<file path="src/design/dfsj_pkg.sv">
// ----------------------------------------------------------------------------
// dfsj_pkg
// shared types, constants and helpers of the damped spring force and
// position jacobian unit
// ----------------------------------------------------------------------------
package dfsj_pkg;

    localparam int UNIT_BITS   = 30;
    localparam int SQRT_STAGES = 34;
    localparam int DIV_STAGES  = UNIT_BITS + 1;
    localparam int JAC_ENTRIES = 6;
    localparam int REG_W       = 31;

    localparam logic [40:0] TERM_CLAMP = 41'h100_0000_0000;
    localparam logic signed [32:0] UNIT_ONE = 33'(64'd1 << UNIT_BITS);
    localparam logic signed [67:0] SAT_MAX = 68'sh0_7FFF_FFFF;
    localparam logic signed [67:0] SAT_MIN = -68'sh0_8000_0000;

    // upper triangle of the symmetric 3x3 block: xx xy xz yy yz zz
    localparam int PAIR_ROW [JAC_ENTRIES] = '{0, 0, 0, 1, 1, 2};
    localparam int PAIR_COL [JAC_ENTRIES] = '{0, 1, 2, 1, 2, 2};

    typedef enum logic [1:0] {
        CFG_REST_LENGTH = 2'd0,
        CFG_STIFFNESS   = 2'd1,
        CFG_DAMPING     = 2'd2
    } cfg_index_t;

    typedef struct packed {
        logic signed [31:0] pos_a_x;
        logic signed [31:0] pos_a_y;
        logic signed [31:0] pos_a_z;
        logic signed [31:0] pos_b_x;
        logic signed [31:0] pos_b_y;
        logic signed [31:0] pos_b_z;
        logic signed [31:0] vel_a_x;
        logic signed [31:0] vel_a_y;
        logic signed [31:0] vel_a_z;
        logic signed [31:0] vel_b_x;
        logic signed [31:0] vel_b_y;
        logic signed [31:0] vel_b_z;
    } in_t;

    typedef struct packed {
        logic signed [31:0] force_x;
        logic signed [31:0] force_y;
        logic signed [31:0] force_z;
        logic signed [31:0] jac_xx;
        logic signed [31:0] jac_xy;
        logic signed [31:0] jac_xz;
        logic signed [31:0] jac_yy;
        logic signed [31:0] jac_yz;
        logic signed [31:0] jac_zz;
        logic               tension_active;
    } out_t;

    typedef struct packed {
        logic [2:0][31:0] mag;
        logic [2:0]       neg;
        logic [2:0][41:0] dterm;
    } sqrt_side_t;

    typedef struct packed {
        logic             active;
        logic [2:0]       neg;
        logic [2:0][41:0] dterm;
        logic [63:0]      tens;
    } div_side_t;

    function automatic logic [31:0] sat32(input logic signed [67:0] v);
        logic [31:0] r;
        if (v > SAT_MAX)
        begin
            r = 32'h7FFF_FFFF;
        end
        else if (v < SAT_MIN)
        begin
            r = 32'h8000_0000;
        end
        else
        begin
            r = v[31:0];
        end
        return r;
    endfunction

    function automatic logic [40:0] term_clamp(input logic [94:0] v);
        logic [40:0] r;
        if (v > 95'(TERM_CLAMP))
        begin
            r = TERM_CLAMP;
        end
        else
        begin
            r = v[40:0];
        end
        return r;
    endfunction

endpackage

</file>
<file path="src/design/dfsj_skid.sv">
// ----------------------------------------------------------------------------
// dfsj_skid
// output register with one skid entry; freezes the pipeline only when
// both are full
// ----------------------------------------------------------------------------
module dfsj_skid (
    input  logic            clk,
    input  logic            rst_n,
    input  logic            in_valid,
    input  dfsj_pkg::out_t  in_data,
    output logic            pipe_en,
    output logic            out_valid,
    input  logic            out_stall,
    output dfsj_pkg::out_t  out_data
);

    logic           out_valid_reg;
    logic           skid_valid_reg;
    dfsj_pkg::out_t out_data_reg;
    dfsj_pkg::out_t skid_data_reg;
    logic           out_take;

    assign out_take = out_valid_reg && !out_stall;
    assign pipe_en  = !skid_valid_reg;

    always_ff @(posedge clk or negedge rst_n)
    begin
        if (!rst_n)
        begin
            out_valid_reg  <= 1'b0;
            skid_valid_reg <= 1'b0;
        end
        else if (skid_valid_reg)
        begin
            if (out_take)
            begin
                skid_valid_reg <= 1'b0;
            end
        end
        else if (in_valid)
        begin
            if (out_valid_reg && !out_take)
            begin
                skid_valid_reg <= 1'b1;
            end
            else
            begin
                out_valid_reg <= 1'b1;
            end
        end
        else if (out_take)
        begin
            out_valid_reg <= 1'b0;
        end
    end

    always_ff @(posedge clk)
    begin
        if (skid_valid_reg)
        begin
            if (out_take)
            begin
                out_data_reg <= skid_data_reg;
            end
        end
        else if (in_valid)
        begin
            if (out_valid_reg && !out_take)
            begin
                skid_data_reg <= in_data;
            end
            else
            begin
                out_data_reg <= in_data;
            end
        end
    end

    assign out_valid = out_valid_reg;
    assign out_data  = out_data_reg;

endmodule

</file>
<file path="config.mk">
export PLATFORM = sky130hd
export DESIGN_NAME = dfsj_skid
export DESIGN_NICKNAME = d
export VERILOG_FILES = /design/src/design/dfsj_pkg.sv /design/src/design/dfsj_skid.sv
export SDC_FILE = /design/constraint.sdc
export NUM_CORES = 1
export LEC_CHECK = 0
export BUFFER_PORTS_ARGS = -buffer_cell sky130_fd_sc_hd__buf_2
export CAP_MARGIN = 30
export CORE_AREA = 10 10 218 220
export CTS_BUF_LIST = sky130_fd_sc_hd__clkbuf_4
export DETAILED_ROUTE_END_ITERATION = 6
export DIE_AREA = 0 0 228 230
export PLACE_DENSITY = 0.78
export RECOVER_POWER = 25
export SLEW_MARGIN = 20
export SYNTH_ARGS = -nofsm -noshare
export SYNTH_HDL_FRONTEND = slang
export SYNTH_SLANG_ARGS = --single-unit
</file>
<file path="constraint.sdc">
create_clock -name clk -period 24.9 [get_ports clk]
set_input_delay 4.98 -clock clk [delete_from_list [all_inputs] [get_ports clk]]
set_output_delay 4.98 -clock clk [all_outputs]
set_load 0.02 [all_outputs]
</file>
# After elaboration in Yosys (flattened, before gate mapping)
# Cells that the tools add are included.
[word_totals]
register_bits = 580
input_bits = 293
out_inout_bits = 291
elab_cells = 47
[op_classes]
n_eq_ne = 3
mux = 11
bitwise = 1
n_reduce_logical = 10
[ops]
columns = ["cell", "n"]
rows = [
  ["two-way mux 289 bit", 4],
  ["AND reduction 3 bit", 3],
  ["two-way mux 1 bit", 7],
  ["!= test 2 bit, second input constant", 2],
  ["nonzero test 2 bit", 2],
  ["zero test 1 bit", 3],
  ["logical AND 1 bit", 2],
  ["!= test 2 x 1 -> 1 bit, second input constant", 1],
  ["NOT 1 bit", 1],
]

# Longest topological paths before layout
[depth]
ltp_word = 7
ltp_mapped = 5
ltp_nobuf = 2

# Least setup slack after synthesis
# Ideal clock, no wire load.
[synth_timing]
path_kind = "input port to flip-flop"
start = "input port in_valid"
end = "register out_data_reg (netlist bit out_data[0]) (enable)"
setup_ns = 1.382
arrival_ns = 25.851
t_required_ns = 23.518
slack_ns = -2.333
cell_stages = 2
n_path_buf = 0
cell_sequence = "nand2b_1 -> a21boi_0"
[synth_between]
elab_chain_cells = 2
[synth_lines]
columns = ["element", "line", "rtl"]
rows = [
  ["start, declared", "dfsj_skid.sv:9", "input logic in_valid,"],
  ["nonzero test 2 bit (no line)", "n/a", ""],
  ["AND reduction 3 bit (no line)", "n/a", ""],
  ["end signal, assigned", "dfsj_skid.sv:63", "out_data_reg <= skid_data_reg;"],
  ["end signal, assigned", "dfsj_skid.sv:74", "out_data_reg <= in_data;"],
  ["end, declared", "dfsj_skid.sv:19", "dfsj_pkg::out_t out_data_reg;"],
]
# No other way between the ends.
# A chain may end at the register's enable or synchronous reset.

# Worst setup path in the final report
[layout_timing]
start = "input port in_valid"
end = "register skid_data_reg[202] (netlist bit) (enable)"
[layout_between]
elab_chain_cells = 1
[layout_lines]
columns = ["element", "line", "rtl"]
rows = [
  ["AND reduction 3 bit (no line)", "n/a", ""],
  ["end signal, assigned", "dfsj_skid.sv:70", "skid_data_reg <= in_data;"],
  ["end, declared", "dfsj_skid.sv:20", "dfsj_pkg::out_t skid_data_reg;"],
]
# No other way between the ends.

==> flow_metrics.tcl <==
set metrics [dict create \
    ys_warn_count 0 \
    drt_iter0_markers 911 \
    clk_pin_slew_ps 60 \
    start_util 0.514 \
    hold_buffers 0 \
    ys_seq_elements 580 \
    fill_cells 3094 \
    track_usage 0.205 \
    place_area_sq_um 25500 \
    ctsResizeCount 0 \
    worstHoldStart "skid_data_reg[154]" \
    place_ws_ps 16150 \
    vias 11500 \
    rrSetupSlack_ps 20490 \
    seq_area_sq_um 17400 \
    yosysUniqueCellTypes 13 \
    clkPwrFrac 0.246 \
    dieWidth_um 228 \
    worstPathRequired_ps 25450 \
    mappedNetlistArea_sq_um 22000 \
    postCtsSetupBuffers 0 \
    rows 76 \
    ys_seq_area_frac 0.790 \
    dpl.hpwl_um 39100 \
    end_kind "register" \
    maxCapViolations 0 \
    htreeDepth 4 \
    final_nets 1919 \
    start_kind "input pin" \
    p_switching_mw 1.10 \
    cts.sinks 580 \
    wl_per_cell_um 23.5 \
    numCtsBuffers 145 \
    fin_area_sq_um 27100 \
    finalSetupViolCount 0 \
    drv_slew 0 \
    ant_nets 0 \
    timing.fmax_ghz 0.128 \
    dieArea_sq_um 52400 \
    syn-num-nets 1206 \
    worst-setup-path-type "in -> reg" \
    cts_tree "done" \
    drive_gt1_frac 0.491 \
    hp-class "reg -> reg" \
    r2r-start "skid_valid_reg" \
    tns_ps 0 \
    syn_area_per_cell_sq_um 24.1 \
    comb_power_share 0.309 \
    r2r-end "skid_data_reg[202]" \
    syn_to_final_growth_pct 22.8 \
    routed_wl_um 54600 \
    power_density_nw_per_um2 125 \
    hold_viol 0 \
    r2r.worst_path.cells 5 \
    holdPathStages 1 \
    fin_skew_ps 42.7 \
    grt_pass1_vias 12400 \
    cts_buffer_depth 3 \
    die_h_um 230 \
    multi_input_area_sq_um 4060 \
    grt_setup_unrepaired "no" \
    post-route-min-period_ps 7810 \
    setup_ws_ps 17090 \
    synth_top_cell_by_area "edfxtp_1" \
    dr.pass1.iters 5 \
    finalCritPeriodShare 0.314 \
    gp_congestion 0.806 \
    antenna_found_initial 27 \
    grt_max_degree 124 \
    slew-limit-headroom 0.311 \
    leakage_nw 10.4 \
    drc 0 \
    via_per_inst 4.94 \
    crit_fanout 69 \
    cts_root_buffer "clkbuf_4" \
    intPower_mw 2.29 \
    insertion_delay_ps 960 \
    grt_pass1_wl_um 79200 \
    status "finished, final reports clean" \
    power.share.sequential 0.445 \
    port_buffers 583 \
    io_pins 584 \
    cp_data_arrival_time_ps 8360 \
    synth.area.top_cells "edfxtp_1, mux2_4, mux2_2" \
    worstMarginPinSlew_ps 1030 \
    netlist.area_leader.share 0.788 \
    min_to "out_data[154]" \
    hold_slack_ps 502 \
    p_sw_frac 0.324 \
    overflow 0 \
    core_area_sq_um 42900 \
    netlist_instances 913 \
    vdd_drop_max_mv 0.110 \
]
synth_stat cells, drive strengths merged:
library cell,instances
a21oi,2
edfxtp,578
nor2,1
buf,33
a21boi,1
o21ai,1
mux2,289
nand2,3
nand2b,1
inv,2
dfrtp,2
how the worst max path moves through the flow:
stage | start | to | cells after the start
after floorplan | out_stall | out_data[0] | 2
after global placement | in_valid | skid_data_reg[160] | 6
after detailed placement | in_valid | skid_data_reg[161] | 6
after CTS | in_valid | skid_data_reg[202] | 6
after global routing | in_valid | skid_data_reg[202] | 6
final | in_valid | skid_data_reg[202] | 6
cells in the final DEF (no fill, tap or decap):
master	instances
edfxtp_1	578
nand2b_1	1
buf_4	10
a21boi_4	1
inv_2	3
a21oi_1	2
mux2_4	199
clkinv_1	25
diode_2	14
clkbuf_4	206
bufinv_16	8
clkinv_2	7
buf_2	374
mux2_2	33
dfrtp_4	1
buf_1	1
clkbuf_1	208
nor2_4	1
dfrtp_1	1
nand2_1	3
buf_16	4
buf_12	2
inv_1	2
o21ai_0	1
mux2_1	57
power by group through the flow:
stage | sequential, mW | combinational [mW] | clock, mW
after floorplan | 1.89 | 0.522 | 0
after global routing | 1.53 | 1.10 | 0.912
after CTS | 1.53 | 1.07 | 0.860
final | 1.51 | 1.05 | 0.832
after global placement | 1.54 | 1.05 | 0
after detailed placement | 1.55 | 1.07 | 0
per-stage QoR:
step,power [mW],util,cells
final,3.39,0.631,2327
after global routing,3.54,0.630,2320
after CTS,3.46,0.639,2309
after detailed placement,2.61,0.594,2060
after global placement,2.59,0.593,2059
after floorplan,2.41,-,913
worst max-delay path, stage by stage:
cell and delay, ps:
clkbuf_1 90, nand2b_1 180, nor2_4 530, buf_4 780
buf_4 850, buf_4 820
final cells by class:
cell class	count	share of cell area
Antenna cell	14	0.00129
Multi-Input combinational cell	298	0.150
Clock inverter	43	0.0141
Inverter	2	0.000277
Tap cell	585	0.0271
Timing Repair Buffer	599	0.106
Clock buffer	206	0.0572
Sequential cell	580	0.643
metal layers:
| metal | wire, um | GRT usage | share of wire |
|---|---|---|---|
| met5 | 189 | 0 | 0.0035 |
| met4 | 1710 | 0.102 | 0.031 |
| met3 | 6460 | 0.110 | 0.12 |
| met2 | 26000 | 0.317 | 0.48 |
| met1 | 20300 | 0.228 | 0.37 |
cells by family after synthesis:
logic type             count (synthesis)  share of synthesized area
AO/OA/AOI/OAI                          4                    0.00102
flip-flops                           580                      0.790
AND/OR/NAND/NOR                        5                   0.000966
multiplexers                         289                      0.191
buffers and inverters                 35                     0.0164
Power figures use the tool's default switching activity.
